[src/rtl/core/glcn_pkg.sv]
`timescale 1ns / 1ps
// ----------------------------------------------------------------------------
// glcn_pkg
// Types and constants shared by the grouped L1 command normalizer: command
// format, beat payloads and the per-lane state carried down the divider.
// ----------------------------------------------------------------------------
package glcn_pkg;

  localparam int CMD_W    = 16;  // command width, two's complement
  localparam int FRAC_W   = 12;  // fraction bits, so 1.0 is 2**FRAC_W
  localparam int NUM_CMDS = 6;

  // A group sum of three magnitudes is at most 3 * 2**(CMD_W-1).
  localparam int SUM_W  = CMD_W + 2;
  // A member never exceeds its group sum, so the quotient is at most 1.0.
  localparam int QUO_W  = FRAC_W + 1;
  localparam int WIDE_W = ((QUO_W + 1 > CMD_W) ? QUO_W + 1 : CMD_W) + 1;

  localparam logic [SUM_W-1:0] ONE_SUM = SUM_W'(longint'(1) << FRAC_W);
  localparam logic [QUO_W-1:0] ONE_QUO = QUO_W'(longint'(1) << FRAC_W);

  // Lane positions inside the internal command arrays.
  localparam int LANE_YAW   = 0;
  localparam int LANE_ROLL  = 1;
  localparam int LANE_PITCH = 2;
  localparam int LANE_X     = 3;
  localparam int LANE_Y     = 4;
  localparam int LANE_Z     = 5;

  // Group codes; bit i of ATT_LANES is set when lane i is in the attitude group.
  localparam int GRP_PLANAR = 0;
  localparam int GRP_ATT    = 1;
  localparam logic [NUM_CMDS-1:0] ATT_LANES = 6'b100110;

  typedef logic signed [CMD_W-1:0]  cmd_t;
  typedef logic signed [WIDE_W-1:0] wide_t;

  localparam wide_t SAT_MAX = wide_t'((longint'(1) << (CMD_W - 1)) - 1);
  localparam wide_t SAT_MIN = wide_t'(-(longint'(1) << (CMD_W - 1)));

  typedef struct packed {
    cmd_t yaw_cmd;
    cmd_t roll_cmd;
    cmd_t pitch_cmd;
    cmd_t x_cmd;
    cmd_t y_cmd;
    cmd_t z_cmd;
  } cmd_in_t;

  typedef struct packed {
    cmd_t yaw_out;
    cmd_t roll_out;
    cmd_t pitch_out;
    cmd_t x_out;
    cmd_t y_out;
    cmd_t z_out;
  } cmd_out_t;

  typedef struct packed {
    cmd_t              raw;  // original command, passed when no scaling
    logic [SUM_W-1:0]  rem;  // partial remainder of the division
    logic [QUO_W-1:0]  quo;  // quotient bits developed so far
  } lane_t;

  typedef struct packed {
    logic [SUM_W-1:0] sum;
    logic             zero;
    logic             over;  // sum exceeds 1.0, scaling applies
  } grp_t;

  typedef struct packed {
    lane_t [NUM_CMDS-1:0] lane;
    grp_t  [1:0]          grp;
  } work_t;

endpackage

[src/rtl/core/glcn_back.sv]
`timescale 1ns / 1ps
// ----------------------------------------------------------------------------
// glcn_back
// Output stage: applies the sign to each quotient, saturates, picks between
// scaled, unchanged and zero results, and holds the output register.
// ----------------------------------------------------------------------------
module glcn_back import glcn_pkg::*; (
  input  logic     clk_i,
  input  logic     rst_ni,
  input  logic     advance_i,
  input  logic     valid_i,
  input  work_t    work_i,
  output logic     valid_o,
  output cmd_out_t data_o
);

  cmd_t     res [NUM_CMDS];
  cmd_out_t out_d;
  cmd_out_t out_q;
  logic     valid_q;

  always_comb begin
    wide_t ext;
    wide_t val;
    grp_t  grp;
    ext = '0;
    val = '0;
    grp = '0;
    for (int i = 0; i < NUM_CMDS; i++) begin
      grp = work_i.grp[ATT_LANES[i]];
      ext = wide_t'({1'b0, work_i.lane[i].quo});
      val = work_i.lane[i].raw[CMD_W-1] ? -ext : ext;
      if (grp.zero) begin
        res[i] = '0;
      end else if (grp.over) begin
        if (val > SAT_MAX) begin
          res[i] = SAT_MAX[CMD_W-1:0];
        end else if (val < SAT_MIN) begin
          res[i] = SAT_MIN[CMD_W-1:0];
        end else begin
          res[i] = val[CMD_W-1:0];
        end
      end else begin
        res[i] = work_i.lane[i].raw;
      end
    end
  end

  always_comb begin
    out_d.yaw_out   = res[LANE_YAW];
    out_d.roll_out  = res[LANE_ROLL];
    out_d.pitch_out = res[LANE_PITCH];
    out_d.x_out     = res[LANE_X];
    out_d.y_out     = res[LANE_Y];
    out_d.z_out     = res[LANE_Z];
  end

  always_ff @(posedge clk_i or negedge rst_ni) begin
    if (!rst_ni) begin
      valid_q <= 1'b0;
    end else if (advance_i) begin
      valid_q <= valid_i;
    end
  end

  always_ff @(posedge clk_i) begin
    if (advance_i) begin
      out_q <= out_d;
    end
  end

  assign valid_o = valid_q;
  assign data_o  = out_q;

endmodule

[config.mk]
export PLATFORM = sky130hd
export DESIGN_NAME = glcn_back
export DESIGN_NICKNAME = d
export VERILOG_FILES = /design/src/rtl/core/glcn_pkg.sv /design/src/rtl/core/glcn_back.sv
export SDC_FILE = /design/constraint.sdc
export NUM_CORES = 1
export LEC_CHECK = 0
export BUFFER_PORTS_ARGS = -buffer_cell sky130_fd_sc_hd__clkbuf_2
export CAP_MARGIN = 15
export CORE_AREA = 4 4 163 165
export DETAILED_ROUTE_END_ITERATION = 6
export DIE_AREA = 0 0 167 169
export GPL_ROUTABILITY_DRIVEN = 0
export PLACE_DENSITY = 0.57
export SLEW_MARGIN = 20
export SYNTH_ARGS = -nofsm -noshare
export SYNTH_HDL_FRONTEND = slang
export SYNTH_SLANG_ARGS = --single-unit
[constraint.sdc]
create_clock -name clk_i -period 2.4 [get_ports clk_i]
set_clock_uncertainty 0.1 [all_clocks]
set_input_delay 0.12 -clock clk_i [delete_from_list [all_inputs] [get_ports clk_i]]
set_output_delay 0.12 -clock clk_i [all_outputs]
set_load 0.1 [all_outputs]
==> reports/metrics.yaml, run 1 <==
outcome: "finished, final reports clean"
port-buffer-count: 278
hold_buffers: 17
clk_pin_slew_worst_paths_ns: 0.08
cts_resized: 0
critPathRequiredTime_ns: 2.37
hold_depth: 2
fmax_ghz: 0.512
clock-sinks: 97
synth_area_leaders: "edfxtp_1 (45%), a211oi_1 (5.5%), nor2_1 (4.9%)"
start_util_pct: 25.8
ys_seq_area_share_pct: 45.1
grt_pass1_wl_mm: 36.0
layout-drive-gt1-share_pct: 36.1
cts_root_buffer: "clkbuf_16"
vias: 6468
crit_chain: "clkbuf_2, or3_1, or4_1, o31a_4, a21oi_1, a211oi_1"
synth_top_area_share_pct: 44.7
hp-class: "input pin to register"
ioPinCount: 423
min-delay-start: "work_i[260]"
die_width_um: 167
rsz0062_at_grt: "false"
crit_arrival_ns: 1.93
syn-cell-area_um2: 6450
async_reset_ff_share_pct: 1.03
place_hpwl_mm: 18.6
fin_nets: 1298
p_leak_nw: 3.59
drv_slew: 0
post_cts_buffers: 0
synthTopCellsByCount: "edfxtp_1 (96), nor2_1 (85), nand2_1 (54)"
drv_cap: 0
area_growth_pct: 36.9
dieArea_um2: 28200
synth.distinct_cells: 62
crit_path_max_incr_delay_ns: 0.63
cts_made_buffers: 9
synth.most_common_cell: "edfxtp_1"
slowest_stage: "or4_1"
place_ws_ns: 0.0846
wirelength_mm: 23.7
fin_setup_tns_ns: 0
drt_pass1_iterations: 5
synth_warnings: 0
r2r_setup_slack_ns: 1.56
cts_tree: "built"
crit_path_max_fanout: 6
grt_pass1_vias: 6249
syn_area_per_cell_um2: 9.57
drc: 0
synth_fp_nets: 1006
fin_crit_sh_pct: 81.4
grt_max_degree: 65
finalHoldViolCount: 0
cts.path.max_buffers: 2
antenna_found_initial: 2
path_class: "input pin to register"
wl_per_cell_um: 18.2
r2r-end: "valid_o"
ir_drop_v: 0.000313
slew_headroom_pct: 55.9
h-tree-depth: 3
ant_nets: 0
ff2ff_path_depth: 1
hold_end: "data_o[17]"
clk_latency_ns: 0.35
r2r_start: "valid_o"
min_period_ns: 1.95
setup_slack_ns: 0.447
fp.dieH_um: 169
coreArea_um2: 25000
drt-initial-drc-count: 421
worstMarginPinSlew_ns: 0.662
synthCells: 674
cp-start-kind: "input pin"
grt.overflow.total: 0
grt_usage_pct: 16.0
synth_flop_cell: "edfxtp_1"
nFillCells: 2617
postLayoutCoreUtil_pct: 35.3
finalHoldWorstSlack_ns: 0.00777
worstSetupEndpointType: "register"
rows: 58
avgViaCountPerCell: 4.97
p_per_area_nw_per_um2: 658
synth-seq-cells: 97
finalSetupViolations: 0
synth_top_area_cell: "edfxtp_1"
synth_edf_count: 96
critical path, delay by kind of cell:
kind,cells,cell delay (ns)
AOI/OAI and AO/OA,3,0.70
and+or+nand+nor,2,1.00
buffers and inverters,1,0.10
cell usage in the layout, fill, tap and decap left out, types with 8 or more instances in the layout:
cell / count
edfxtp_1: 96
clkbuf_2: 277
nand2b_1: 11
nor2_1: 85
clkbuf_16: 9
o31ai_1: 14
a31oi_1: 12
o21ai_0: 43
xnor2_1: 16
inv_1: 21
buf_4: 30
a211oi_1: 47
dlygate4sd3_1: 17
a21oi_1: 29
nand3_1: 10
nor3_1: 21
maj3_1: 8
a311oi_1: 12
or3_1: 13
xor2_1: 31
nand2_1: 54
or4_1: 8
cell type report:
cell class              instances  area, um^2  share of cell area [%]
diodes                          1        2.50                  0.0283
clock buffers                   9         225                    2.55
clock inverters                 7         109                    1.23
inverters                      22        82.6                   0.935
multi-input cells             511        3290                    37.3
flip-flops and latches         97        2910                    32.9
well taps                     330         413                    4.67
repair buffers                325        1800                    20.4
sequential cells by signal, summed over array words and instances (netlist names):
register / flops
valid_o: 1
data_o: 96
kinds of logic (layout without fill, tap and decap cells):
group                      after synthesis  after routing  synth area share [%]
AOI/OAI and AO/OA                      204            204                  22.2
xor gates and xnor gates                47             47                  6.38
adders and majority gates               14             14                  2.40
buffers and inverters                   66            363                  3.92
DFF                                     97             97                  45.1
muxes                                    7              7                  1.20
other                                    0              1                     0
and+or+nand+nor                        239            239                  18.8
worst max path at each step:
stage	startpoint	to	slack [ns]	cells after the start
floorplan	work_i[275]	data_o[6]	0.36	7
global placement	work_i[279]	data_o[0]	0.09	6
detailed placement	work_i[279]	data_o[0]	0.08	6
CTS	work_i[134]	data_o[59]	0.47	8
global route	work_i[275]	data_o[10]	0.28	8
finish	work_i[279]	data_o[0]	0.45	6
metrics by stage:
stage,cells,instance area [um^2],power (mW)
6_report,1302,8830,5.81
3_3_place_gp,1268,8330,4.14
3_5_place_dp,1268,8330,4.15
5_1_grt,1302,8830,6.05
4_1_cts,1301,8830,5.88
2_1_floorplan,674,6450,3.61
power breakdown:
part	internal [mW]	switching, mW
logic	0.428	1.62
registers	2.04	0.0454
clock network	0.941	0.742
total	3.41	2.41
metal layers:
metal / vias to the layer above / wire length [um] / track usage [%]
met3: 28 / 1260 / 2.66
met2: 221 / 11000 / 25.3
li1: 3156 / - / -
met1: 3061 / 11000 / 22.4
met4: 2 / 516 / 5.19
met5: - / 11 / 0
(Power assumes the default switching activity.)
==> inputs of run 2 (changes only) <==
ABC_AREA = 1   (was default)
CORE_AREA = 4 4 162 164   (was 4 4 163 165)
DIE_AREA = 0 0 166 168   (was 0 0 167 169)
PLACE_DENSITY = 0.58   (was 0.57)
clock period = 2 ns   (was 2.4 ns; I/O delays follow)
==> reports/metrics.yaml, run 2 <==
final_common_cell: "clkbuf_2"  # unchanged
total_power_mw: 6.70  # was 5.81 mW
drt-initial-drc-count: 440  # was 421
worstMarginPinSlew_ns: 0.603  # was 0.662 ns
largest_register_ff_count: 96  # unchanged
avgViaCountPerCell: 4.55  # was 4.97
fmax_ghz: 0.704
crit_path_max_incr_delay_ns: 0.48  # was 0.63 ns
synthAdderAreaFrac_pct: 1.15  # was 2.40%
ioPinCount: 423  # unchanged
synth_top_family_by_area: "simple AND/OR/NAND/NOR gates"  # was compound AO/OA/AOI/OAI gates
cts.path.max_buffers: 2  # unchanged
syn-cell-area_um2: 6540  # was 6450 um^2
port-buffer-count: 278  # unchanged
vias: 6827  # was 6468
cp-start-kind: "register"  # was input pin
antenna_cells: 0  # was 1
finalHoldViolCount: 0  # unchanged
ff2ff_path_depth: 1  # unchanged
ir_drop_v: 0.000346  # was 0.000313 V
syn_area_per_cell_um2: 7.66  # was 9.57 um^2
ant_nets: 0  # unchanged
drv_slew: 0  # unchanged
crit_family: "buffers and inverters"  # was simple AND/OR/NAND/NOR gates
synth_compound_area_share_pct: 14.5  # was 22.2%
crit_arrival_ns: 1.22  # was 1.93 ns
grt_max_degree: 49  # was 65
fin_nets: 1498  # was 1298
synth_warnings: 0  # unchanged
wirelength_mm: 21.9  # was 23.7 mm
p_leak_nw: 4.31  # was 3.59 nW
crit_path_max_fanout: 1  # was 6
coreArea_um2: 24900  # was 25000 um^2
clk_latency_ns: 0.34  # was 0.35 ns
muxShareOfSynthArea_pct: 0.172  # was 1.20%
hold_end: "data_o[59]"  # was data_o[17]
cts_tree: "built"  # unchanged
r2r-end: "valid_o"  # unchanged
slew_headroom_pct: 60.0  # was 55.9%
synth_area_leaders: "edfxtp_1 (44%), nand2_1 (14%), a21oi_1 (6.4%)"  # was edfxtp_1 (45%), a211oi_1 (5.5%), nor2_1 (4.9%)
ys_seq_area_share_pct: 44.4  # was 45.1%
clock-sinks: 97  # unchanged
synth_fp_nets: 1186  # was 1006
synthCells: 854  # was 674
grt_pass1_vias: 6716  # was 6249
grt.overflow.total: 0  # unchanged
async_reset_ff_share_pct: 1.03  # unchanged
hp-class: "input pin to register"  # unchanged
cts_root_buffer: "clkbuf_16"  # unchanged
finalSetupViolations: 0  # unchanged
min_period_ns: 1.42
worst-path-buf-inv: 1  # unchanged
die_width_um: 166  # was 167 um
hold_depth: 3  # was 2
fin_crit_sh_pct: 71.1
worstSetupEndpointType: "output pin"  # was register
drc: 0  # unchanged
grt_pass1_wl_mm: 34.4  # was 36.0 mm
synth.distinct_cells: 33  # was 62
post_cts_buffers: 0  # unchanged
rsz0062_at_grt: "false"  # unchanged
cts_resized: 0  # unchanged
final_cell_mix: "clkbuf_2 (277), nand2_1 (237), edfxtp_1 (96), nor2_1 (91), a21oi_1 (84)"  # was clkbuf_2 (277), edfxtp_1 (96), nor2_1 (85), nand2_1 (54), a211oi_1 (47)
r2r_start: "valid_o"  # unchanged
crit_chain: "clkbuf_2"  # was clkbuf_2, or3_1, or4_1, o31a_4, a21oi_1, a211oi_1
slowest_stage: "clkbuf_2"  # was or4_1
cts_made_buffers: 9  # unchanged
outcome: "finished, final reports clean"  # unchanged
finalHoldWorstSlack_ns: 0.00203  # was 0.00777 ns
synth_top_area_cell: "edfxtp_1"  # unchanged
fp.dieH_um: 168  # was 169 um
grt_usage_pct: 15.2  # was 16.0%
dieArea_um2: 27900  # was 28200 um^2
r2r_setup_slack_ns: 1.15  # was 1.56 ns
hold_buffers: 36  # was 17
path_class: "register to output pin"  # was input pin to register
min-delay-start: "work_i[176]"  # was work_i[260]
p_per_area_nw_per_um2: 743  # was 658 nW/um^2
drv_cap: 0  # unchanged
yosys.area_share.simple_pct: 26.5  # was 18.8%
antenna_found_initial: 2  # unchanged
synthTopCellsByCount: "nand2_1 (237), edfxtp_1 (96), nor2_1 (91)"  # was edfxtp_1 (96), nor2_1 (85), nand2_1 (54)
fin_setup_tns_ns: 0  # unchanged
synth_edf_count: 96  # unchanged
place_hpwl_mm: 17.2  # was 18.6 mm
synthXorXnorAreaFrac_pct: 6.56  # was 6.38%
layout-drive-gt1-share_pct: 29.9  # was 36.1%
drt_pass1_iterations: 5  # unchanged
h-tree-depth: 3  # unchanged
critPathRequiredTime_ns: 1.80  # was 2.37 ns
rows: 58  # unchanged
wl_per_cell_um: 14.6  # was 18.2 um
synth.most_common_cell: "nand2_1"  # was edfxtp_1
start_util_pct: 26.3  # was 25.8%
synth_top_area_share_pct: 44.1  # was 44.7%
area_growth_pct: 37.8  # was 36.9%
synth-seq-cells: 97  # unchanged
clk_pin_slew_worst_paths_ns: 0.07  # was 0.08 ns
synth_flop_cell: "edfxtp_1"  # unchanged
[run 2: changes by cell type after synthesis, moves of 14 or more]
cell and delta:
a21oi_1 +55, nor3_1 -19, nand2_1 +183, o21ai_0 +28
inv_1 +48, a211oi_1 -47, o31ai_1 -14, nand3_1 +51
[run 2: kinds of logic (layout without fill, tap and decap cells)]
group | count (synthesis) | after routing
xor gates and xnor gates | 49 | 49
buffers and inverters | 110 | 427
and+or+nand+nor | 415 | 415
muxes | 1 | 1
DFF | 97 | 97
AOI/OAI and AO/OA | 176 | 176
adders and majority gates | 6 | 6
[run 2: how the worst max path moves through the flow]
stage,from,endpoint,slack (ns),depth (start not counted)
2_1_floorplan,work_i[181],data_o[44],0.57,9
3_3_place_gp,work_i[41],data_o[88],0.28,11
3_5_place_dp,work_i[41],data_o[85],0.25,11
4_1_cts,data_o[0],data_o[0],0.55,1
5_1_grt,work_i[279],data_o[12],0.43,9
6_report,data_o[10],data_o[10],0.58,1
[run 2: final cells by class]
class                      instances  area (um^2)
tap                              330          413
clock buffer                       9          225
sequential                        97         2910
clock inverter                     7         55.1
inverter                          78          293
multi-input combinational        647         3200
fill                            2615        15900
timing repair buffer             333         1920
[run 2: routing by layer]
| metal | GRT usage, % | wire, um | vias to the layer above |
|---|---|---|---|
| met5 | 0 | 27 | - |
| met4 | 3.41 | 302 | 4 |
| met3 | 5.78 | 2170 | 27 |
| met2 | 25.6 | 10300 | 295 |
| met1 | 18.6 | 9150 | 3038 |
| li1 | - | - | 3463 |
[run 2: through the flow]
stage               cells  setup WS (ns)  util [%]  area, um^2
floorplan             854          0.568         -        6540
global placement     1449          0.284      33.7        8380
detailed placement   1449          0.253      33.7        8380
CTS                  1501          0.551      36.2        9020
global route         1501          0.425      36.2        9020
finish               1501          0.579      36.2        9020
[run 2: power by group]
| part | internal [mW] | total (mW) | leakage, nW | switching (mW) |
|---|---|---|---|---|
| clock network | 0.859 | 1.71 | 0.131 | 0.855 |
| registers | 2.44 | 2.50 | 0.937 | 0.0534 |
| logic | 0.531 | 2.49 | 3.24 | 1.96 |
