$ cat src/rtl/core/glcn_pkg.sv
`timescale 1ns / 1ps
// ----------------------------------------------------------------------------
// glcn_pkg
// Types and constants shared by the grouped L1 command normalizer: command
// format, beat payloads and the per-lane state carried down the divider.
// ----------------------------------------------------------------------------
package glcn_pkg;

  localparam int CMD_W    = 16;  // command width, two's complement
  localparam int FRAC_W   = 12;  // fraction bits, so 1.0 is 2**FRAC_W
  localparam int NUM_CMDS = 6;

  // A group sum of three magnitudes is at most 3 * 2**(CMD_W-1).
  localparam int SUM_W  = CMD_W + 2;
  // A member never exceeds its group sum, so the quotient is at most 1.0.
  localparam int QUO_W  = FRAC_W + 1;
  localparam int WIDE_W = ((QUO_W + 1 > CMD_W) ? QUO_W + 1 : CMD_W) + 1;

  localparam logic [SUM_W-1:0] ONE_SUM = SUM_W'(longint'(1) << FRAC_W);
  localparam logic [QUO_W-1:0] ONE_QUO = QUO_W'(longint'(1) << FRAC_W);

  // Lane positions inside the internal command arrays.
  localparam int LANE_YAW   = 0;
  localparam int LANE_ROLL  = 1;
  localparam int LANE_PITCH = 2;
  localparam int LANE_X     = 3;
  localparam int LANE_Y     = 4;
  localparam int LANE_Z     = 5;

  // Group codes; bit i of ATT_LANES is set when lane i is in the attitude group.
  localparam int GRP_PLANAR = 0;
  localparam int GRP_ATT    = 1;
  localparam logic [NUM_CMDS-1:0] ATT_LANES = 6'b100110;

  typedef logic signed [CMD_W-1:0]  cmd_t;
  typedef logic signed [WIDE_W-1:0] wide_t;

  localparam wide_t SAT_MAX = wide_t'((longint'(1) << (CMD_W - 1)) - 1);
  localparam wide_t SAT_MIN = wide_t'(-(longint'(1) << (CMD_W - 1)));

  typedef struct packed {
    cmd_t yaw_cmd;
    cmd_t roll_cmd;
    cmd_t pitch_cmd;
    cmd_t x_cmd;
    cmd_t y_cmd;
    cmd_t z_cmd;
  } cmd_in_t;

  typedef struct packed {
    cmd_t yaw_out;
    cmd_t roll_out;
    cmd_t pitch_out;
    cmd_t x_out;
    cmd_t y_out;
    cmd_t z_out;
  } cmd_out_t;

  typedef struct packed {
    cmd_t              raw;  // original command, passed when no scaling
    logic [SUM_W-1:0]  rem;  // partial remainder of the division
    logic [QUO_W-1:0]  quo;  // quotient bits developed so far
  } lane_t;

  typedef struct packed {
    logic [SUM_W-1:0] sum;
    logic             zero;
    logic             over;  // sum exceeds 1.0, scaling applies
  } grp_t;

  typedef struct packed {
    lane_t [NUM_CMDS-1:0] lane;
    grp_t  [1:0]          grp;
  } work_t;

endpackage

$ cat src/rtl/core/glcn_front.sv
`timescale 1ns / 1ps
// ----------------------------------------------------------------------------
// glcn_front
// Three pipeline stages: magnitudes, group sums with their flags, and the
// leading quotient bit of every lane.
// ----------------------------------------------------------------------------
module glcn_front import glcn_pkg::*; (
  input  logic    clk_i,
  input  logic    rst_ni,
  input  logic    advance_i,
  input  logic    valid_i,
  input  cmd_in_t data_i,
  output logic    valid_o,
  output work_t   work_o
);

  cmd_t             cmd [NUM_CMDS];
  cmd_t             raw1_q [NUM_CMDS];
  logic [CMD_W-1:0] mag1_q [NUM_CMDS];
  cmd_t             raw2_q [NUM_CMDS];
  logic [CMD_W-1:0] mag2_q [NUM_CMDS];
  grp_t             grp_d [2];
  grp_t             grp2_q [2];
  logic [SUM_W-1:0] sum [2];
  work_t            work_d;
  work_t            work_q;
  logic             v1_q, v2_q, v3_q;

  assign cmd[LANE_YAW]   = data_i.yaw_cmd;
  assign cmd[LANE_ROLL]  = data_i.roll_cmd;
  assign cmd[LANE_PITCH] = data_i.pitch_cmd;
  assign cmd[LANE_X]     = data_i.x_cmd;
  assign cmd[LANE_Y]     = data_i.y_cmd;
  assign cmd[LANE_Z]     = data_i.z_cmd;

  always_ff @(posedge clk_i or negedge rst_ni) begin
    if (!rst_ni) begin
      v1_q <= 1'b0;
      v2_q <= 1'b0;
      v3_q <= 1'b0;
    end else if (advance_i) begin
      v1_q <= valid_i;
      v2_q <= v1_q;
      v3_q <= v2_q;
    end
  end

  // Stage 1: magnitude. The most negative code maps to 2**(CMD_W-1), which
  // still fits as an unsigned value of the same width.
  always_ff @(posedge clk_i) begin
    if (advance_i) begin
      for (int i = 0; i < NUM_CMDS; i++) begin
        raw1_q[i] <= cmd[i];
        mag1_q[i] <= cmd[i][CMD_W-1] ? (~cmd[i] + 1'b1) : cmd[i];
      end
    end
  end

  // Stage 2: group sums.
  always_comb begin
    sum[GRP_PLANAR] = SUM_W'(mag1_q[LANE_YAW]) + SUM_W'(mag1_q[LANE_X])
                    + SUM_W'(mag1_q[LANE_Y]);
    sum[GRP_ATT]    = SUM_W'(mag1_q[LANE_ROLL]) + SUM_W'(mag1_q[LANE_PITCH])
                    + SUM_W'(mag1_q[LANE_Z]);
    for (int g = 0; g < 2; g++) begin
      grp_d[g].sum  = sum[g];
      grp_d[g].zero = (sum[g] == '0);
      grp_d[g].over = (sum[g] > ONE_SUM);
    end
  end

  always_ff @(posedge clk_i) begin
    if (advance_i) begin
      raw2_q <= raw1_q;
      mag2_q <= mag1_q;
      grp2_q <= grp_d;
    end
  end

  // Stage 3: leading quotient bit, set only when the member equals its sum.
  always_comb begin
    logic [SUM_W-1:0] s;
    logic [SUM_W-1:0] m;
    logic             ge;
    s  = '0;
    m  = '0;
    ge = 1'b0;
    work_d = '0;
    for (int g = 0; g < 2; g++) begin
      work_d.grp[g] = grp2_q[g];
    end
    for (int i = 0; i < NUM_CMDS; i++) begin
      s  = grp2_q[ATT_LANES[i]].sum;
      m  = SUM_W'(mag2_q[i]);
      ge = (m >= s);
      work_d.lane[i].raw = raw2_q[i];
      work_d.lane[i].rem = ge ? (m - s) : m;
      work_d.lane[i].quo = QUO_W'(ge);
    end
  end

  always_ff @(posedge clk_i) begin
    if (advance_i) begin
      work_q <= work_d;
    end
  end

  assign valid_o = v3_q;
  assign work_o  = work_q;

endmodule

$ cat config.mk
export PLATFORM = sky130hd
export DESIGN_NAME = glcn_front
export DESIGN_NICKNAME = d
export VERILOG_FILES = /design/src/rtl/core/glcn_pkg.sv /design/src/rtl/core/glcn_front.sv
export SDC_FILE = /design/constraint.sdc
export NUM_CORES = 1
export LEC_CHECK = 0
export ABC_CLOCK_PERIOD_IN_PS = 4600
export BUFFER_PORTS_ARGS = -buffer_cell sky130_fd_sc_hd__buf_4
export CAP_MARGIN = 20
export CORE_ASPECT_RATIO = 1.1
export CORE_UTILIZATION = 60
export CTS_BUF_LIST = sky130_fd_sc_hd__clkbuf_2
export CTS_CLUSTER_SIZE = 10
export DETAILED_ROUTE_END_ITERATION = 6
export GPL_TIMING_DRIVEN = 0
export PLACE_DENSITY_LB_ADDON = 0.08
export SYNTH_ARGS = -nofsm -noshare
export SYNTH_HDL_FRONTEND = slang
export SYNTH_SLANG_ARGS = --single-unit
export TNS_END_PERCENT = 5
$ cat constraint.sdc
create_clock -name clk_i -period 4.6 [get_ports clk_i]
set_input_delay 0.23 -clock clk_i [delete_from_list [all_inputs] [get_ports clk_i]]
set_output_delay 0.23 -clock clk_i [all_outputs]
set_load 0.005 [all_outputs]
==> out/qor.csv, run 1 <==
stage,metric,value,unit
clocking,Num CTS Buffers,161,
floorplan,IO Pins,423,
timing,max-slew violations,0,
detailed_routing,remaining antenna violation count,0,
timing,final setup fails,0,
placement,hpwl dp,53400,um
timing,RSZ-0062 raised after global routing,no,
floorplan,Starting Density,0.614,
synth,Synth top area share,0.657,
critical_path,"CP delay by family, top",adder cells,
global_route,total gr overflow,0,
clocking,CTS tree,done,
synth,sequential element share of the synthesized area,0.659,
timing,Tmin final,4060,ps
synth,Async SR Flop Fraction,0.00451,
worst_hold_path,hold worst-path end,mag1_q[26]$_DFFE_PP_,
power_and_ir_drop,total chip power,18.8,mW
critical_path,Crit. End Element,flop,
timing,Setup Skew,116,ps
worst_hold_path,min-delay src,data_i[25],
synth,cell area after synthesis,30300,um2
critical_path,kind of critical path,reg2reg,
detailed_routing,routed vias,19800,
critical_path,CP startpoint kind,flop,
synth,number of synthesized flops with an enable pin,662,
global_route,antenna violations before repair,1,
final_layout,"most common cell after layout, fill and taps aside",edfxtp_1,
critical_path,Reg-to-Reg End,grp2_q[0]$_DFFE_PP_,
synth,Synth Register Bits,665,
critical_path,reg2reg start,mag1_q[1]$_DFFE_PP_,
final_layout,"Core Util, Final",0.762,
final_layout,Layout Cells excl Fill,3593,
worst_hold_path,worst hold path type,in2reg,
floorplan,die span in x,216,um
floorplan,Rows,85,
detailed_routing,initial DRC count,1436,
placement,Placed Instances,3107,
critical_path,Max stage delay on crit path,610,ps
power_and_ir_drop,LEAKAGE,15.2,nW
detailed_routing,DRC viols,0,
timing,Final Cycle Share,0.883,
timing,Slew @ Worst Pin,888,ps
power_and_ir_drop,VDD IR max,0.346,mV
critical_path,slowest cell on the critical path,fa_1,
final_layout,most frequent cells in the layout,"edfxtp_1, buf_4, clkbuf_2",
placement,Final GP Congestion,0.905,
critical_path,CP bufs+invs,1,
critical_path,Reg2Reg Depth,12,
clocking,clk buf depth,3,
run_status,status,finished clean,
floorplan,area of the die,51400,um2
detailed_routing,first drt pass iteration count,5,
synth,Yosys top cell by area,edfxtp_1,
worst_hold_path,Hold Path Stages,5,
synth,Synth Instances,2029,
synth,Syn Area/Cell,14.9,um2
timing,Final Hold Slack,161,ps
final_layout,Syn-to-layout area delta,24.2,%
clocking,htree depth,4,
global_route,vias in the first global route,20000,
floorplan,die height,238,um
floorplan,core area,49300,um2
critical_path,internal reg-to-reg setup slack,540,ps
detailed_routing,DRT Wirelength,77100,um
clocking,Post-CTS Setup Bufs,0,
detailed_routing,WL/cell,21.5,um
clocking,Sink Count,665,
global_route,gr usage total,0.302,
critical_path,CP max FO,3,
timing,FMAX,246,MHz
synth,Ys Warns,0,
synth,ys flop type,edfxtp_1,
clocking,CTS root buf,clkbuf_2,
detailed_routing,Vias/cell,5.52,
critical_path,CP arrival,5110,ps
critical_path,CP required,5650,ps
synth,"top cells by area, synth","edfxtp_1, ha_1, xnor2_1",
power_and_ir_drop,pwr/cell area,499,nW/um2
timing,Final Hold Vio Count,0,
clocking,Worst-path clk slew,110,ps
clocking,Clock Latency Late Sink,1380,ps
synth,synth unique cells,81,
timing,TNS Setup,0,ps
timing,Worst slew margin,0.408,
global_route,first-pass GRT wire length,114000,um
final_layout,share of cells above drive strength 1,0.263,
global_route,largest net degree at the start of global routing,133,
run,MaxCap Viol Count,0,
final_layout,Nets,3091,
critical_path,crit-path cells,fa_1 > ha_1 > inv_1 > fa_1 > nor2b_4 > o31ai_2 > a211oi_1 > nor3_2 > xnor2_1 > or3_1 > o21ai_1 > or4b_1,
placement,Port Buffers,350,
critical_path,Most Frequent Cell on Critical Path,fa_1,
[layout make-up]
type                    count  area, um2
flip-flops and latches    665      20000
diodes                      2       5.00
clock inverters            53        283
inverters                 110        413
fillers                  3026      11700
multi-input cells        1232       9520
plain buffers              93        654
repair buffers            556       4800
well taps                 652        816
clock buffers             230       1150
[how the worst max path moves through the flow]
stage / to / from / slack (ps) / cells past startpoint
final: grp2_q[0]$_DFFE_PP_ / mag1_q[1]$_DFFE_PP_ / 540 / 12
after CTS: grp2_q[20]$_DFFE_PP_ / raw1_q[32]$_DFFE_PP_ / 520 / 13
after global routing: grp2_q[20]$_DFFE_PP_ / raw1_q[32]$_DFFE_PP_ / 320 / 13
after global placement: v1_q$_DFFE_PN0P_ / advance_i / -2210 / 2
after floorplan: grp2_q[0]$_DFFE_PP_ / mag1_q[1]$_DFFE_PP_ / 1150 / 12
after detailed placement: grp2_q[20]$_DFFE_PP_ / raw1_q[32]$_DFFE_PP_ / 550 / 13
[cell families (layout without fill, tap and decap cells)]
kind of cell	count (synthesis)	in the layout	share of synthesized area
DFF	665	665	0.659
AOI/OAI and AO/OA	379	379	0.0849
and+or+nand+nor	363	363	0.0617
buffers and inverters	203	1042	0.0352
adders and majority gates	172	172	0.0810
xor gates and xnor gates	166	166	0.0480
muxes	80	80	0.0300
other	1	74	0.000124
[where the power goes]
group          total, mW  internal, mW  switching [mW]
clock network       3.83          1.43            2.40
logic               6.73          3.01            3.72
registers           8.20          7.75           0.451
total               18.8          12.2            6.58
[synthesized netlist by cell type, types with 11 or more instances]
cell type / count
nand2_1: 99
nor2_1: 63
a211oi_1: 15
xnor2_1: 125
a21o_1: 44
nand3_1: 22
o31a_1: 11
nor2b_1: 18
buf_4: 74
a21oi_1: 74
clkbuf_1: 12
nor3_1: 35
xor2_1: 41
nand2b_1: 20
fa_1: 40
mux2_2: 55
or3_1: 37
ha_1: 132
o21ai_0: 93
o21a_1: 28
inv_1: 110
o31ai_1: 32
edfxtp_1: 662
nand4_1: 12
[worst min-delay path: cells and delay by family]
kind,cells,cell delay [ps]
and+or+nand+nor,1,160
AOI/OAI and AO/OA,1,160
buffers and inverters,2,640
xor gates and xnor gates,1,170
[metrics by stage]
stage | area (um2) | worst slack, ps
after detailed placement | 34100 | 551
after CTS | 37600 | 516
final | 37600 | 538
after global placement | 34000 | -2210
after global routing | 37600 | 319
after floorplan | 30500 | 1150
[what timing repair did]
action	in CTS	in global routing
hold buffers	201	0
gates resized for setup	0	0
hold endpoints to repair	470	0
setup endpoints to repair	0	0
[registers in the layout, indices dropped and copies added (netlist names)]
name and count:
grp2_q 40, valid_o 1, mag1_q 90, v1_q 1, mag2_q 90, raw1_q 96
v2_q 1, raw2_q 96, work_o 250
[routing by layer]
metal  track usage  up-vias  share of wire
li1              -     9240              -
met1         0.332     9570           0.36
met2         0.549      814           0.54
met3        0.0667      192          0.058
met4         0.150        0          0.045
met5             0        -              0
Note: power is estimated with default switching activity, not from simulation.
==> inputs of run 2 (changes only) <==
--- a/config.mk
+++ b/config.mk
@@ -5,16 +5,17 @@
 export SDC_FILE = /design/constraint.sdc
 export NUM_CORES = 1
 export LEC_CHECK = 0
-export ABC_CLOCK_PERIOD_IN_PS = 4600
+export ABC_CLOCK_PERIOD_IN_PS = 4000
 export BUFFER_PORTS_ARGS = -buffer_cell sky130_fd_sc_hd__buf_4
 export CAP_MARGIN = 20
 export CORE_ASPECT_RATIO = 1.1
+export CORE_MARGIN = 2
 export CORE_UTILIZATION = 60
 export CTS_BUF_LIST = sky130_fd_sc_hd__clkbuf_2
 export CTS_CLUSTER_SIZE = 10
 export DETAILED_ROUTE_END_ITERATION = 6
 export GPL_TIMING_DRIVEN = 0
-export PLACE_DENSITY_LB_ADDON = 0.08
+export PLACE_DENSITY_LB_ADDON = 0.2
 export SYNTH_ARGS = -nofsm -noshare
 export SYNTH_HDL_FRONTEND = slang
 export SYNTH_SLANG_ARGS = --single-unit
==> constraint.sdc (replaced) <==
create_clock -name clk_i -period 4 [get_ports clk_i]
set_input_delay 0.2 -clock clk_i [delete_from_list [all_inputs] [get_ports clk_i]]
set_output_delay 0.2 -clock clk_i [all_outputs]
set_load 0.005 [all_outputs]
==> run 2 against run 1 <==
  * Cell count up 0.42%
  * Clock skew is 39 ps higher
  * Clock-buffer cell count is 5 lower
  * Critical path type unchanged
  * Critical endpoint unchanged
==> out/qor.csv, run 2 (synthesis results as in run 1) <==
stage,metric,value,unit,change
placement,Final GP Congestion,0.928,,+2.6%
floorplan,IO Pins,423,,unchanged
final_layout,share of cells above drive strength 1,0.272,,+0.00854
placement,Port Buffers,350,,unchanged
timing,Setup Skew,155,ps,+39.0 ps
clocking,Clock Latency Late Sink,1360,ps,-20 ps
detailed_routing,DRC viols,0,,unchanged
final_layout,"Core Util, Final",0.758,,-0.00435
timing,max-slew violations,0,,unchanged
floorplan,Starting Density,0.606,,-0.00713
clocking,clk buf depth,3,,unchanged
timing,Final Cycle Share,0.996,,+0.113
timing,RSZ-0062 raised after global routing,yes,,
critical_path,CP startpoint kind,flop,,
run,MaxCap Viol Count,0,,unchanged
floorplan,die height,240,um,+0.84%
worst_hold_path,worst hold path type,in2reg,,
critical_path,kind of critical path,reg2reg,,
timing,FMAX,251,MHz,+2.0%
critical_path,Max stage delay on crit path,600,ps,about the same
critical_path,crit-path cells,fa_1 > ha_4 > inv_2 > fa_2 > inv_2 > or3_4 > nor4_4 > o2111ai_2 > or3_1 > o21ai_1 > or4b_1,,
clocking,CTS root buf,clkbuf_2,,
placement,Placed Instances,3115,,+0.26%
floorplan,area of the die,52300,um2,+1.8%
critical_path,slowest cell on the critical path,fa_1,,
detailed_routing,Vias/cell,5.52,,about the same
critical_path,reg2reg start,mag1_q[65]$_DFFE_PP_,,
timing,final setup fails,0,,unchanged
clocking,htree depth,4,,unchanged
clocking,Num CTS Buffers,159,,-1.2%
critical_path,CP bufs+invs,2,,+1
critical_path,Most Frequent Cell on Critical Path,inv_2,,
detailed_routing,WL/cell,21.8,um,+1.4%
clocking,Sink Count,665,,unchanged
timing,Tmin final,3980,ps,-78.4 ps
critical_path,Crit. End Element,flop,,
run_status,status,finished clean,,
global_route,gr usage total,0.302,,about the same
final_layout,Syn-to-layout area delta,24.9,%,
critical_path,Reg2Reg Depth,11,,-1
critical_path,CP required,4950,ps,-700 ps
final_layout,Layout Cells excl Fill,3608,,+0.42%
global_route,vias in the first global route,20400,,+1.9%
final_layout,Sequential Area,20000,um2,unchanged
timing,Final Hold Vio Count,0,,unchanged
timing,Slew @ Worst Pin,880,ps,-7.06 ps
detailed_routing,first drt pass iteration count,5,,unchanged
floorplan,die span in x,218,um,+0.93%
power_and_ir_drop,total chip power,22.0,mW,+17%
detailed_routing,remaining antenna violation count,0,,unchanged
final_layout,most frequent cells in the layout,"edfxtp_1, buf_4, clkbuf_2",,
final_layout,Nets,3096,,+0.16%
critical_path,"CP delay by family, top",simple AND/OR/NAND/NOR gates,,
global_route,largest net degree at the start of global routing,140,,+5.3%
global_route,first-pass GRT wire length,115000,um,+1.0%
final_layout,fillers,2987,,-1.3%
critical_path,internal reg-to-reg setup slack,20,ps,-520 ps
worst_hold_path,min-delay src,data_i[89],,
detailed_routing,DRT Wirelength,78500,um,+1.8%
final_layout,max FFs per register,250,,unchanged
worst_hold_path,hold worst-path end,mag1_q[90]$_DFFE_PP_,,
critical_path,CP max FO,2,,-1
placement,hpwl dp,53600,um,+0.34%
final_layout,"most common cell after layout, fill and taps aside",edfxtp_1,,
critical_path,Reg-to-Reg End,grp2_q[0]$_DFFE_PP_,,
timing,Worst slew margin,0.413,,+0.00471
power_and_ir_drop,pwr/cell area,580,nW/um2,+16%
clocking,CTS tree,done,,
power_and_ir_drop,LEAKAGE,15.3,nW,+0.47%
final_layout,multi-input logic area,9620,um2,+1.0%
power_and_ir_drop,VDD IR max,0.360,mV,+4.1%
worst_hold_path,Hold Path Stages,5,,unchanged
critical_path,CP arrival,4930,ps,-180 ps
global_route,antenna violations before repair,2,,+1
clocking,Worst-path clk slew,110,ps,about the same
detailed_routing,initial DRC count,1397,,-2.7%
floorplan,core area,49900,um2,+1.2%
floorplan,Rows,86,,+1.2%
detailed_routing,routed vias,19900,,+0.44%
global_route,total gr overflow,0,,unchanged
==> run 2: changes by cell type in the layout (fill, tap and decap cells not counted), sizes merged <==
cell,delta
bufinv,+3
clkbuf,-5
clkinv,+2
clkinvlp,+1
buf,+6
inv,-1
dlygate4sd3,+1
==> run 2: cell type report <==
type	count	area share
clock buffers	225	0.0298
diodes	2	0.000132
flip-flops and latches	665	0.528
inverters	110	0.0109
repair buffers	563	0.128
plain buffers	93	0.0173
clock inverters	58	0.00979
well taps	660	0.0218
multi-input cells	1232	0.254
==> run 2: routing by layer <==
layer / global-route usage / routed length [um] / up-vias
li1: - / - / 9250
met1: 0.326 / 27300 / 9619
met2: 0.554 / 42500 / 827
met3: 0.0592 / 4260 / 208
met4: 0.167 / 4420 / 0
met5: 0 / 0 / -
==> run 2: worst max-delay path by stage <==
stage	endpoint	depth (start not counted)	start
floorplan	grp2_q[0]$_DFFE_PP_	12	mag1_q[1]$_DFFE_PP_
global placement	v1_q$_DFFE_PN0P_	2	advance_i
detailed placement	grp2_q[20]$_DFFE_PP_	13	raw1_q[32]$_DFFE_PP_
CTS	grp2_q[0]$_DFFE_PP_	11	mag1_q[1]$_DFFE_PP_
global route	grp2_q[0]$_DFFE_PP_	13	raw1_q[0]$_DFFE_PP_
finish	grp2_q[0]$_DFFE_PP_	11	mag1_q[65]$_DFFE_PP_
==> run 2: tightest hold or removal path, stage by stage <==
cell	delay (ps)
dlygate4sd3_1	530
buf_4	160
nand3b_1	180
nand2_1	120
xnor2_1	170
==> run 2: repair_timing <==
action                                  in CTS  in global routing
endpoints found under the setup margin       2                  4
resized for setup                            5                 20
setup buffers                                1                  5
hold buffers                               202                  0
endpoints found under the hold margin      543                  0
pin swaps                                    1                 12
==> run 2: stage by stage <==
| step | setup TNS (ps) | setup slack [ps] | cell area, um2 | hold slack, ps |
|---|---|---|---|---|
| 2_1_floorplan | 0 | 545 | 30500 | -95.6 |
| 3_3_place_gp | -1572750 | -2810 | 34000 | -11.8 |
| 3_5_place_dp | -205 | -205 | 34100 | -9.16 |
| 4_1_cts | 0 | 0.667 | 37700 | 3.74 |
| 5_1_grt | -121 | -97.3 | 37800 | 89.0 |
| 6_report | 0 | 16.0 | 37800 | 183 |
==> run 2: power breakdown <==
part	internal (mW)	switching (mW)	total [mW]
Sequential	8.91	0.528	9.44
Combinational	3.51	4.41	7.92
Clock	1.80	2.79	4.59
Total	14.2	7.73	22.0
