<file path="config.mk">
export PLATFORM = sky130hd
export DESIGN_NAME = glcn_div_step
export DESIGN_NICKNAME = d
export VERILOG_FILES = /design/src/rtl/core/glcn_pkg.sv /design/src/rtl/core/glcn_div_step.sv
export SDC_FILE = /design/constraint.sdc
export NUM_CORES = 1
export LEC_CHECK = 0
export ABC_AREA = 1
export BUFFER_PORTS_ARGS = -buffer_cell sky130_fd_sc_hd__buf_4
export CORE_AREA = 2 2 250 252
export CTS_CLUSTER_DIAMETER = 80
export DETAILED_ROUTE_END_ITERATION = 10
export DIE_AREA = 0 0 252 254
export PLACE_DENSITY = 0.6
export SLEW_MARGIN = 25
export SYNTH_ARGS = -nofsm -noshare
export SYNTH_HDL_FRONTEND = slang
export SYNTH_SLANG_ARGS = --single-unit
export TNS_END_PERCENT = 10
</file>
<file path="constraint.sdc">
create_clock -name clk_i -period 0.8 [get_ports clk_i]
set_clock_uncertainty 0.05 [all_clocks]
set_input_delay 0.16 -clock clk_i [delete_from_list [all_inputs] [get_ports clk_i]]
set_output_delay 0.16 -clock clk_i [all_outputs]
set_load 0.03 [all_outputs]
</file>
<file path="src/rtl/core/glcn_pkg.sv">
`timescale 1ns / 1ps
// ----------------------------------------------------------------------------
// glcn_pkg
// Types and constants shared by the grouped L1 command normalizer: command
// format, beat payloads and the per-lane state carried down the divider.
// ----------------------------------------------------------------------------
package glcn_pkg;

  localparam int CMD_W    = 16;  // command width, two's complement
  localparam int FRAC_W   = 12;  // fraction bits, so 1.0 is 2**FRAC_W
  localparam int NUM_CMDS = 6;

  // A group sum of three magnitudes is at most 3 * 2**(CMD_W-1).
  localparam int SUM_W  = CMD_W + 2;
  // A member never exceeds its group sum, so the quotient is at most 1.0.
  localparam int QUO_W  = FRAC_W + 1;
  localparam int WIDE_W = ((QUO_W + 1 > CMD_W) ? QUO_W + 1 : CMD_W) + 1;

  localparam logic [SUM_W-1:0] ONE_SUM = SUM_W'(longint'(1) << FRAC_W);
  localparam logic [QUO_W-1:0] ONE_QUO = QUO_W'(longint'(1) << FRAC_W);

  // Lane positions inside the internal command arrays.
  localparam int LANE_YAW   = 0;
  localparam int LANE_ROLL  = 1;
  localparam int LANE_PITCH = 2;
  localparam int LANE_X     = 3;
  localparam int LANE_Y     = 4;
  localparam int LANE_Z     = 5;

  // Group codes; bit i of ATT_LANES is set when lane i is in the attitude group.
  localparam int GRP_PLANAR = 0;
  localparam int GRP_ATT    = 1;
  localparam logic [NUM_CMDS-1:0] ATT_LANES = 6'b100110;

  typedef logic signed [CMD_W-1:0]  cmd_t;
  typedef logic signed [WIDE_W-1:0] wide_t;

  localparam wide_t SAT_MAX = wide_t'((longint'(1) << (CMD_W - 1)) - 1);
  localparam wide_t SAT_MIN = wide_t'(-(longint'(1) << (CMD_W - 1)));

  typedef struct packed {
    cmd_t yaw_cmd;
    cmd_t roll_cmd;
    cmd_t pitch_cmd;
    cmd_t x_cmd;
    cmd_t y_cmd;
    cmd_t z_cmd;
  } cmd_in_t;

  typedef struct packed {
    cmd_t yaw_out;
    cmd_t roll_out;
    cmd_t pitch_out;
    cmd_t x_out;
    cmd_t y_out;
    cmd_t z_out;
  } cmd_out_t;

  typedef struct packed {
    cmd_t              raw;  // original command, passed when no scaling
    logic [SUM_W-1:0]  rem;  // partial remainder of the division
    logic [QUO_W-1:0]  quo;  // quotient bits developed so far
  } lane_t;

  typedef struct packed {
    logic [SUM_W-1:0] sum;
    logic             zero;
    logic             over;  // sum exceeds 1.0, scaling applies
  } grp_t;

  typedef struct packed {
    lane_t [NUM_CMDS-1:0] lane;
    grp_t  [1:0]          grp;
  } work_t;

endpackage

</file>
<file path="src/rtl/core/glcn_div_step.sv">
`timescale 1ns / 1ps
// ----------------------------------------------------------------------------
// glcn_div_step
// One restoring division stage: develops one quotient bit for all six lanes
// against their group sums and registers the result.
// ----------------------------------------------------------------------------
module glcn_div_step import glcn_pkg::*; (
  input  logic  clk_i,
  input  logic  rst_ni,
  input  logic  advance_i,
  input  logic  valid_i,
  input  work_t work_i,
  output logic  valid_o,
  output work_t work_o
);

  work_t work_d;
  work_t work_q;
  logic  valid_q;

  always_comb begin
    logic [SUM_W:0] trial;
    logic [SUM_W:0] div;
    logic [SUM_W:0] diff;
    logic           ge;
    trial  = '0;
    div    = '0;
    diff   = '0;
    ge     = 1'b0;
    work_d = work_i;
    for (int i = 0; i < NUM_CMDS; i++) begin
      trial = {work_i.lane[i].rem, 1'b0};
      div   = {1'b0, work_i.grp[ATT_LANES[i]].sum};
      diff  = trial - div;
      ge    = (trial >= div);
      // The remainder stays below the sum, so it fits back into SUM_W bits.
      work_d.lane[i].rem = ge ? diff[SUM_W-1:0] : trial[SUM_W-1:0];
      work_d.lane[i].quo = {work_i.lane[i].quo[QUO_W-2:0], ge};
    end
  end

  always_ff @(posedge clk_i or negedge rst_ni) begin
    if (!rst_ni) begin
      valid_q <= 1'b0;
    end else if (advance_i) begin
      valid_q <= valid_i;
    end
  end

  always_ff @(posedge clk_i) begin
    if (advance_i) begin
      work_q <= work_d;
    end
  end

  assign valid_o = valid_q;
  assign work_o  = work_q;

endmodule

</file>
==> results_dict.tcl, run 1 <==
set metrics [dict create \
    power_frac_clock_pct 28.8 \
    antenna_found_initial 9 \
    h-tree-depth 2 \
    path_common_cell "nand2_2" \
    tritoncts "built" \
    synth_area_leaders "edfxtp_1 (52%), nand2_1 (14%), ha_1 (7.3%)" \
    rsz0062_at_grt "true" \
    yosysSeqAreaShare_pct 52.6 \
    p_comb_share_pct 37.0 \
    slew_violations 0 \
    finalHoldViolCount 8 \
    crit_type "input pin to register" \
    p_seq_share_pct 34.2 \
    syn_area_um2 18400 \
    tightest_slew_ns 0.325 \
    core_um2 61300 \
    drt-pass1-iter-count 5 \
    yosys_warnings 0 \
    drt_iter0_markers 1064 \
    fin_util_pct 59.3 \
    areaGrowthSynthToFinish_pct 97.2 \
    crit_path_top_delay_cell "ha_4" \
    grt_pass1_vias 20400 \
    crit_buf_inv 3 \
    period_minus_slack_ns 1.59 \
    final_antenna_net_count 0 \
    crit_path_end_kind "register" \
    syn_inst 1962 \
    cts-root-buf "clkbuf_16" \
    multiInputGateArea_um2 10800 \
    cellPowerDensity_nw_per_um2 1730 \
    synth.most_common_cell "nand2_1" \
    status "finished with violations" \
    violations "hold timing, setup timing" \
    fin_ws_ns -0.793 \
    die_w_um 252 \
    cp.arrival_ns 1.86 \
    required_ns 1.06 \
    viasPerCell 4.72 \
    hold_class "input pin to register" \
    initial_core_util_pct 30.1 \
    clk_latency_ns 0.56 \
    vias 20200 \
    dpl_cell_area_um2 27900 \
    crit_fanout 6 \
    synth_edf_count 322 \
    grt_max_degree 26 \
    seq_area_um2 9690 \
    drc 0 \
    slowest_delay_ns 0.28 \
    timing.rr.start "valid_o$_DFFE_PN0P_" \
    place.gp.congestion 0.955 \
    fill_cells 4996 \
    grt_pass1_wl_um 115000 \
    die_area_um2 64000 \
    cts_made_buffers 41 \
    nets 3891 \
    fin_crit_sh_pct 199 \
    drive_gt1_share_pct 52.3 \
    synth_top_flop_cell "edfxtp_1" \
    cp_top_family "simple AND/OR/NAND/NOR gates" \
    start_kind "input pin" \
    crit_path_start "work_i[30]" \
    syn_nets 2402 \
    cts_buffer_depth 3 \
    wl_um 82400 \
    boundaryPins 649 \
    grt_overflow_total 0 \
    detail_route.wl_per_cell_um 19.3 \
    path_cells "buf_4 > clkinvlp_4 > ha_4 > nand2_1 > nand2_2 > a21oi_4 > nand2_2 > nand2_2 > nand4_4 > buf_12 > nand3_4 > nand2_2" \
    peakVddDrop_v 0.00151 \
    yosysTopAreaCell "edfxtp_1" \
    die_y_um 254 \
    synth_commonest_cells "nand2_1 (672), edfxtp_1 (322), inv_1 (208)" \
    ys_ff_latch 323 \
    numPortBuffers 642 \
    power.internal_uw 41800 \
    setup_viol 438 \
    p_leak_uw 0.0166 \
    max-slew-margin-rel_pct 78.3 \
    yosysUniqueCellTypes 39 \
    grt_usage_pct 23.5 \
    p_sw_uw 21000 \
    cts.clk_slew.worst_paths_ns 0.06 \
    cts.sinks 323 \
    yosysTopAreaCellShare_pct 52.5 \
    hold_ws_ns -0.0465 \
    syn-mean-instance-area_um2 9.39 \
    async_reset_ff_share_pct 0.310 \
    fp-row-count 91 \
    dp_hpwl_um 58600 \
    finish.instance_area_um2 36300 \
    switching_share_pct 33.5 \
    fmax_mhz 628 \
    holdCritStartpoint "advance_i" \
    drv_cap 0 \
]
## cell families (layout without fill, tap and decap cells)
| logic type | Yosys count | in the layout | synth area share (%) |
|---|---|---|---|
| xor+xnor | 53 | 53 | 2.52 |
| compound gates | 81 | 81 | 2.97 |
| buf+inv | 253 | 1760 | 5.80 |
| mux | 1 | 1 | 0.0611 |
| simple gates | 1137 | 1150 | 28.0 |
| fa+ha+maj | 114 | 114 | 7.99 |
| other cells | 0 | 5 | 0 |
| flops | 323 | 323 | 52.6 |
## stage by stage
step                      hold slack (ns)  setup TNS, ns  setup slack (ns)  cells  power, uW
after detailed placement           -0.113        -225.02             -1.46   3821      40000
final                             -0.0465        -250.71            -0.793   4277      62900
after CTS                          -0.147        -259.40            -0.731   4219      60700
after global placement             -0.114        -221.95             -1.48   3821      39800
after floorplan                    -0.186        -107.94             -1.02   1962      30600
after global routing              -0.0693        -270.94            -0.833   4276      65400
## cells in the final DEF (no fill, tap or decap), types with 41 or more instances in the layout
cell / instances
buf_4: 1021
buf_6: 74
clkbuf_16: 49
dlygate4sd3_1: 308
edfxtp_1: 322
ha_4: 87
inv_1: 160
inv_2: 48
nand2_1: 518
nand2_2: 132
nand2_4: 52
nand3_1: 111
nand3_2: 100
nand3b_1: 41
nor2_1: 73
xor2_1: 47
## timing repair
| action | 4_1_cts | 5_1_grt |
|---|---|---|
| buffers inserted | 13 | 36 |
| hold buffers | 305 | 3 |
| pin swaps | 52 | 180 |
| endpoints found under the hold margin | 324 | 14 |
| endpoints found under the setup margin | 437 | 438 |
| cloned | 7 | 14 |
| resized for setup | 240 | 455 |
## state kept, by name, summed over array words and instances (netlist names)
register  cells
valid_o       1
work_o      322
## power groups by stage
stage	registers, uW	clock network (uW)	logic (uW)
floorplan	25200	0	5470
global placement	21800	0	18100
detailed placement	21700	0	18200
CTS	21500	18500	20800
global route	21600	19100	24700
finish	21500	18100	23300
## path summary, 6_finish.rpt
path	end	slack [ns]	cells past startpoint
worst max register to register	valid_o$_DFFE_PN0P_	0	1
worst max-delay path	work_o[303]$_DFFE_PP_	-0.79	12
min in group asynchronous	valid_o$_DFFE_PN0P_	0.39	3
max in group asynchronous	valid_o$_DFFE_PN0P_	0.20	3
worst min-delay path	work_o[202]$_DFFE_PP_	-0.05	2
worst min register to register	valid_o$_DFFE_PN0P_	0.48	1
## layout make-up
| cell class | count | area share [%] |
|---|---|---|
| clock buffer | 47 | 2.94 |
| multi-input combinational | 1399 | 29.7 |
| antenna | 5 | 0.0344 |
| inverter | 231 | 2.60 |
| sequential | 323 | 26.7 |
| tap | 790 | 2.72 |
| timing repair buffer | 1455 | 34.7 |
| clock inverter | 27 | 0.627 |
## routing by layer
layer / up-vias / GRT usage, % / share of wire [%]
met1: 9667 / 26.3 / 37
met3: 168 / 5.92 / 7.2
met2: 752 / 42.2 / 51
li1: 9593 / - / -
met4: 10 / 10.0 / 4.1
met5: - / 0 / 0.069
Note: power is estimated with default switching activity, not from simulation.
==> run 2: changes to the inputs <==
Settings changed: CORE_AREA 2 2 250 252 to unset, CORE_MARGIN set to 2, CORE_UTILIZATION set to 30, DIE_AREA 0 0 252 254 to unset, PLACE_DENSITY 0.6 to 0.59.
==> run 2 against run 1 <==
Net effect:
- the flow finishes with violations (setup timing)
- worst hold slack better by 0.047 ns
- combinational power about the same
- via count down 0.22%
- count of clock-buffer cells in the layout up 1
- power is 1.8% lower
- global-route usage is 0.68 points higher
- sequential cell count unchanged
- die area shrank 0.93%
- sequential share of layout area is 0.37 points higher
- routed wire length decreased by 0.33%
- utilization decreased by 0.17 points
==> results_dict.tcl, run 2 (same netlist as run 1, synthesis figures left out) <==
set metrics [dict create \
    status "finished with violations" \
    violations "setup timing" \
    boundaryPins 649 \
    cts_hold_buffers 301 \
    peakVddDrop_v 0.00190 \
    hold_ws_ns 0.000465 \
    cp.arrival_ns 1.80 \
    grt_max_degree 26 \
    antenna_found_initial 7 \
    crit_type "input pin to register" \
    slew_violations 0 \
    detail_route.wl_per_cell_um 19.4 \
    grt_pass1_wl_um 118000 \
    drt_iter0_markers 1266 \
    layout.cells.most_common_list "buf_4 (1012), nand2_1 (528), edfxtp_1 (322)" \
    dpl_cell_area_um2 27700 \
    cellPowerDensity_nw_per_um2 1720 \
    fp-row-count 90 \
    fin_crit_sh_pct 195 \
    die_w_um 252 \
    grt_overflow_total 0 \
    drv_cap 0 \
    clk_latency_ns 0.56 \
    finalHoldViolCount 0 \
    fin_ws_ns -0.763 \
    die_area_um2 63400 \
    cts.clk_slew.worst_paths_ns 0.06 \
    max-slew-margin-rel_pct 71.0 \
    cts_buffer_depth 3 \
    wl_um 82200 \
    post-place-ws_ns -1.54 \
    nets 3858 \
    place.gp.congestion 0.972 \
    required_ns 1.04 \
    drive_gt1_share_pct 51.1 \
    crit_path_top_delay_cell "ha_4" \
    slowest_delay_ns 0.39 \
    finish.instance_area_um2 35800 \
    tritoncts "built" \
    numPortBuffers 642 \
    hold_class "input pin to register" \
    fin_util_pct 59.1 \
    crit_path_end_kind "register" \
    power_uw 61700 \
    mostFrequentLayoutCell "buf_4" \
    fill_cells 4867 \
    die_y_um 252 \
    grt_pass1_vias 20600 \
    start_kind "input pin" \
    crit_fanout 6 \
    rsz0062_at_grt "true" \
    setup_viol 438 \
    cts-root-buf "clkbuf_16" \
    p_leak_uw 0.0163 \
    vias 20100 \
    core_um2 60600 \
    initial_core_util_pct 30.4 \
    tightest_slew_ns 0.431 \
    path_cells "buf_8 > clkinvlp_4 > ha_4 > nand2_2 > inv_2 > nand2_4 > nor2_4 > buf_6 > a21oi_4 > buf_6 > buf_12 > nand3_2 > nand2_4" \
    drt-pass1-iter-count 5 \
    grt_usage_pct 24.2 \
    h-tree-depth 2 \
    cts.sinks 323 \
    cts_made_buffers 39 \
    fmax_mhz 640 \
    dp_hpwl_um 58100 \
    final_antenna_net_count 0 \
    largest_reg_flops 322 \
    drc 0 \
    viasPerCell 4.76 \
    areaGrowthSynthToFinish_pct 94.5 \
    period_minus_slack_ns 1.56 \
]
==> run 2: cell types whose count changed in the layout (fill, tap and decap cells not counted), moves of 5 or more <==
| cell | change |
|---|---|
| nand3_2 | -7 |
| nor3_1 | +5 |
| buf_6 | -13 |
| buf_12 | -5 |
| nand2_2 | -7 |
| nand2_4 | -6 |
| inv_1 | +8 |
| nand3_4 | +6 |
| nor3_2 | -5 |
| nor2_4 | -6 |
| nand2_1 | +10 |
| dlygate4sd3_1 | -7 |
| buf_4 | -9 |
==> run 2: where the power goes <==
group	internal, uW	leakage (uW)	switching [uW]
clock network	9880	0.000587	7350
registers	20800	0.00316	683
logic	10400	0.0126	12600
==> run 2: critical path, delay by kind of cell <==
family / cells / cell delay, ns
adder cells (fa/ha/maj): 1 / 0.39
buffers and inverters: 6 / 0.75
AND/OR/NAND/NOR: 5 / 0.44
AO/OA/AOI/OAI: 1 / 0.05
==> run 2: final cells by class <==
cell class	instances	area, um2	area share (%)
antenna	4	10.0	0.0279
clock buffer	48	1030	2.88
timing repair buffer	1424	12300	34.3
multi-input combinational	1399	10700	29.9
clock inverter	22	189	0.527
sequential	323	9690	27.1
inverter	231	925	2.58
tap	782	978	2.73
==> run 2: through the flow <==
| stage | TNS [ns] | std cells |
|---|---|---|
| finish | -242.45 | 4233 |
| global route | -262.70 | 4232 |
| CTS | -249.86 | 4205 |
| detailed placement | -232.79 | 3797 |
| global placement | -229.96 | 3797 |
| floorplan | -107.94 | 1962 |
==> run 2: path summary, 6_finish.rpt <==
kind                                      from               endpoint  slack (ns)  depth (start not counted)
min in group asynchronous               rst_ni    valid_o$_DFFE_PN0P_        0.45                          3
max in group asynchronous               rst_ni    valid_o$_DFFE_PN0P_        0.09                          3
setup / recovery                    work_i[30]  work_o[110]$_DFFE_PP_       -0.76                         13
setup reg to reg           valid_o$_DFFE_PN0P_    valid_o$_DFFE_PN0P_       -0.11                          1
hold reg to reg            valid_o$_DFFE_PN0P_    valid_o$_DFFE_PN0P_        0.63                          1
hold / removal                      work_i[64]   work_o[65]$_DFFE_PP_      0.0005                          4
==> run 2: metal layers <==
layer,track usage (%),part of all wire (%)
met4,7.98,3.3
met3,5.52,7.4
met5,0,0.033
met2,44.4,51
met1,27.5,38
==> run 2: repair_timing <==
| action | in CTS | in global routing |
|---|---|---|
| pin swaps | 83 | 96 |
| setup endpoints to repair | 438 | 438 |
| hold endpoints to repair | 315 | 1 |
| gates resized for setup | 366 | 285 |
| cloned | 13 | 10 |
| setup buffers | 25 | 14 |
==> run 3: changes to the inputs <==
Settings changed: ABC_AREA 1 to 0, CORE_AREA set to 2 2 249 251, CORE_MARGIN 2 to unset, CORE_UTILIZATION 30 to unset, DIE_AREA set to 0 0 251 253, PLACE_DENSITY 0.59 to 0.55.
==> run 3 against run 2 <==
Net effect:
- the flow finishes with violations (hold timing, setup timing)
- fmax fell by 38%
- sequential cell count unchanged
- utilization down 8.7 points
- cell area fell by 14%
==> results_dict.tcl, run 3 <==
set metrics [dict create \
    status "finished with violations" \
    violations "hold timing, setup timing" \
    power_uw 59400 \
    drc 0 \
    boundaryPins 649 \
    dp_hpwl_um 49600 \
    layout.cells.most_common_list "buf_4 (663), buf_6 (337), edfxtp_1 (322)" \
    crit_buf_inv 3 \
    path_cells "buf_8 > clkinvlp_4 > buf_12 > fa_1 > a211o_1 > a2111oi_4 > o41ai_1 > o21ai_0 > a21boi_1 > and4b_1 > a311o_1 > mux2_4" \
    syn-mean-instance-area_um2 13.3 \
    hold_class "input pin to register" \
    synth_edf_count 322 \
    holdCritStartpoint "work_i[295]" \
    mostFrequentLayoutCell "buf_4" \
    hold_ws_ns -0.121 \
    syn_area_um2 16100 \
    yosys_warnings 0 \
    multiInputGateArea_um2 6690 \
    cts.clk_slew.worst_paths_ns 0.05 \
    die_area_um2 63500 \
    syn_nets 1653 \
    yosysTopAreaCellShare_pct 60.0 \
    fin_ws_ns -1.73 \
    ys_ff_latch 323 \
    wl_um 65400 \
    crit_fanout 3 \
    detail_route.wl_per_cell_um 19.6 \
    crit_type "input pin to register" \
    synth.most_common_cell "edfxtp_1" \
    slowest_delay_ns 0.42 \
    max-slew-margin-rel_pct 67.2 \
    synth_top_flop_cell "edfxtp_1" \
    start_kind "input pin" \
    timing.rr.start "valid_o$_DFFE_PN0P_" \
    grt_usage_pct 19.6 \
    h-tree-depth 2 \
    cts-root-buf "clkbuf_16" \
    place.gp.congestion 0.935 \
    numPortBuffers 642 \
    fin_crit_sh_pct 316 \
    seq_area_um2 9690 \
    yosysTopAreaCell "edfxtp_1" \
    required_ns 1.05 \
    fp-row-count 91 \
    final_antenna_net_count 0 \
    grt_overflow_total 0 \
    die_w_um 251 \
    drive_gt1_share_pct 48.9 \
    fill_cells 5245 \
    finalHoldViolCount 42 \
    p_leak_uw 0.0134 \
    cellPowerDensity_nw_per_um2 1930 \
    viasPerCell 4.59 \
    synth_area_leaders "edfxtp_1 (60%), ha_1 (8.4%), mux2_2 (3.6%)" \
    slew_violations 0 \
    crit_path_top_delay_cell "fa_1" \
    cts.sinks 323 \
    areaGrowthSynthToFinish_pct 91.0 \
    initial_core_util_pct 26.4 \
    crit_path_start "work_i[23]" \
    drt-pass1-iter-count 5 \
    grt_pass1_vias 16100 \
    core_um2 61000 \
    vias 15400 \
    synth_commonest_cells "edfxtp_1 (322), ha_1 (108), a21oi_1 (95)" \
    syn_inst 1213 \
    dpl_cell_area_um2 24800 \
    clk_latency_ns 0.55 \
    period_minus_slack_ns 2.53 \
    fmax_mhz 395 \
    yosysSeqAreaShare_pct 60.2 \
    n_antenna_cell 0 \
    async_reset_ff_share_pct 0.310 \
    cts_buffer_depth 3 \
    grt_pass1_wl_um 95200 \
    drt_iter0_markers 799 \
    peakVddDrop_v 0.00179 \
    setup_viol 439 \
    cts_made_buffers 41 \
    tritoncts "built" \
    largest_reg_flops 322 \
    rsz0062_at_grt "true" \
    yosysUniqueCellTypes 66 \
    tightest_slew_ns 0.485 \
    cp.arrival_ns 2.78 \
    die_y_um 253 \
    drv_cap 0 \
    grt_max_degree 38 \
    fin_tns_setup_ns -322.66 \
    crit_path_end_kind "register" \
    finish.instance_area_um2 30800 \
    nets 2964 \
    antenna_found_initial 3 \
    cp_top_family "compound AO/OA/AOI/OAI gates" \
]
[run 3: cell types whose count changed in the layout (fill, tap and decap cells not counted), moves of 50 or more]
cell and delta:
nand2_1 -471, buf_4 -349, buf_6 +276, nand2_2 -124
inv_1 -116, nand3_1 -96, nand3_2 -93, ha_1 +76
ha_4 -73, a21oi_1 +50
[run 3: final timing paths]
path	cells past startpoint	slack, ns	to
max in group asynchronous	3	0.09	valid_o$_DFFE_PN0P_
hold / removal	2	-0.12	work_o[296]$_DFFE_PP_
setup / recovery	12	-1.73	work_o[302]$_DFFE_PP_
setup reg to reg	1	-0.02	valid_o$_DFFE_PN0P_
hold reg to reg	1	0.50	valid_o$_DFFE_PN0P_
min in group asynchronous	3	0.46	valid_o$_DFFE_PN0P_
[run 3: layout make-up]
class	instances	area share, %
sequential	323	31.5
inverter	62	0.793
multi-input combinational	809	21.7
tap	790	3.21
clock inverter	26	0.724
timing repair buffer	1287	38.5
clock buffer	49	3.50
[run 3: what timing repair did]
item	4_1_cts	5_1_grt
setup buffers	14	5
hold endpoints to repair	325	45
resized for setup	412	58
pin swaps	27	28
gates cloned	1	1
hold buffers	265	1
endpoints found under the setup margin	437	439
[run 3: through the flow]
| stage | utilization (%) | instances | setup slack, ns |
|---|---|---|---|
| 5_1_grt | 50.4 | 3346 | -1.83 |
| 4_1_cts | 50.0 | 3340 | -1.69 |
| 2_1_floorplan | - | 1213 | -2.15 |
| 3_3_place_gp | 40.7 | 2985 | -2.37 |
| 3_5_place_dp | 40.7 | 2985 | -2.45 |
| 6_report | 50.4 | 3346 | -1.73 |
[run 3: logic make-up after synthesis]
kind of cell,after synthesis,synth area share [%]
muxes,64,4.66
buffers and inverters,81,1.97
AOI/OAI and AO/OA,290,11.8
xor gates and xnor gates,80,4.35
and+or+nand+nor,261,7.85
DFF,323,60.2
adders and majority gates,114,9.14
[run 3: power by group]
| part | leakage, uW | switching (uW) | internal [uW] |
|---|---|---|---|
| Combinational | 0.00963 | 9640 | 9860 |
| Clock | 0.000625 | 7780 | 10100 |
| Sequential | 0.00316 | 1030 | 20900 |
| Total | 0.0134 | 18500 | 40900 |
[run 3: metal layers]
metal | track usage, % | part of all wire (%) | vias up
li1 | - | - | 7269
met1 | 22.8 | 39 | 7446
met5 | 0 | 0.073 | -
met2 | 36.1 | 52 | 557
met4 | 4.30 | 2.0 | 6
met3 | 5.13 | 6.9 | 89
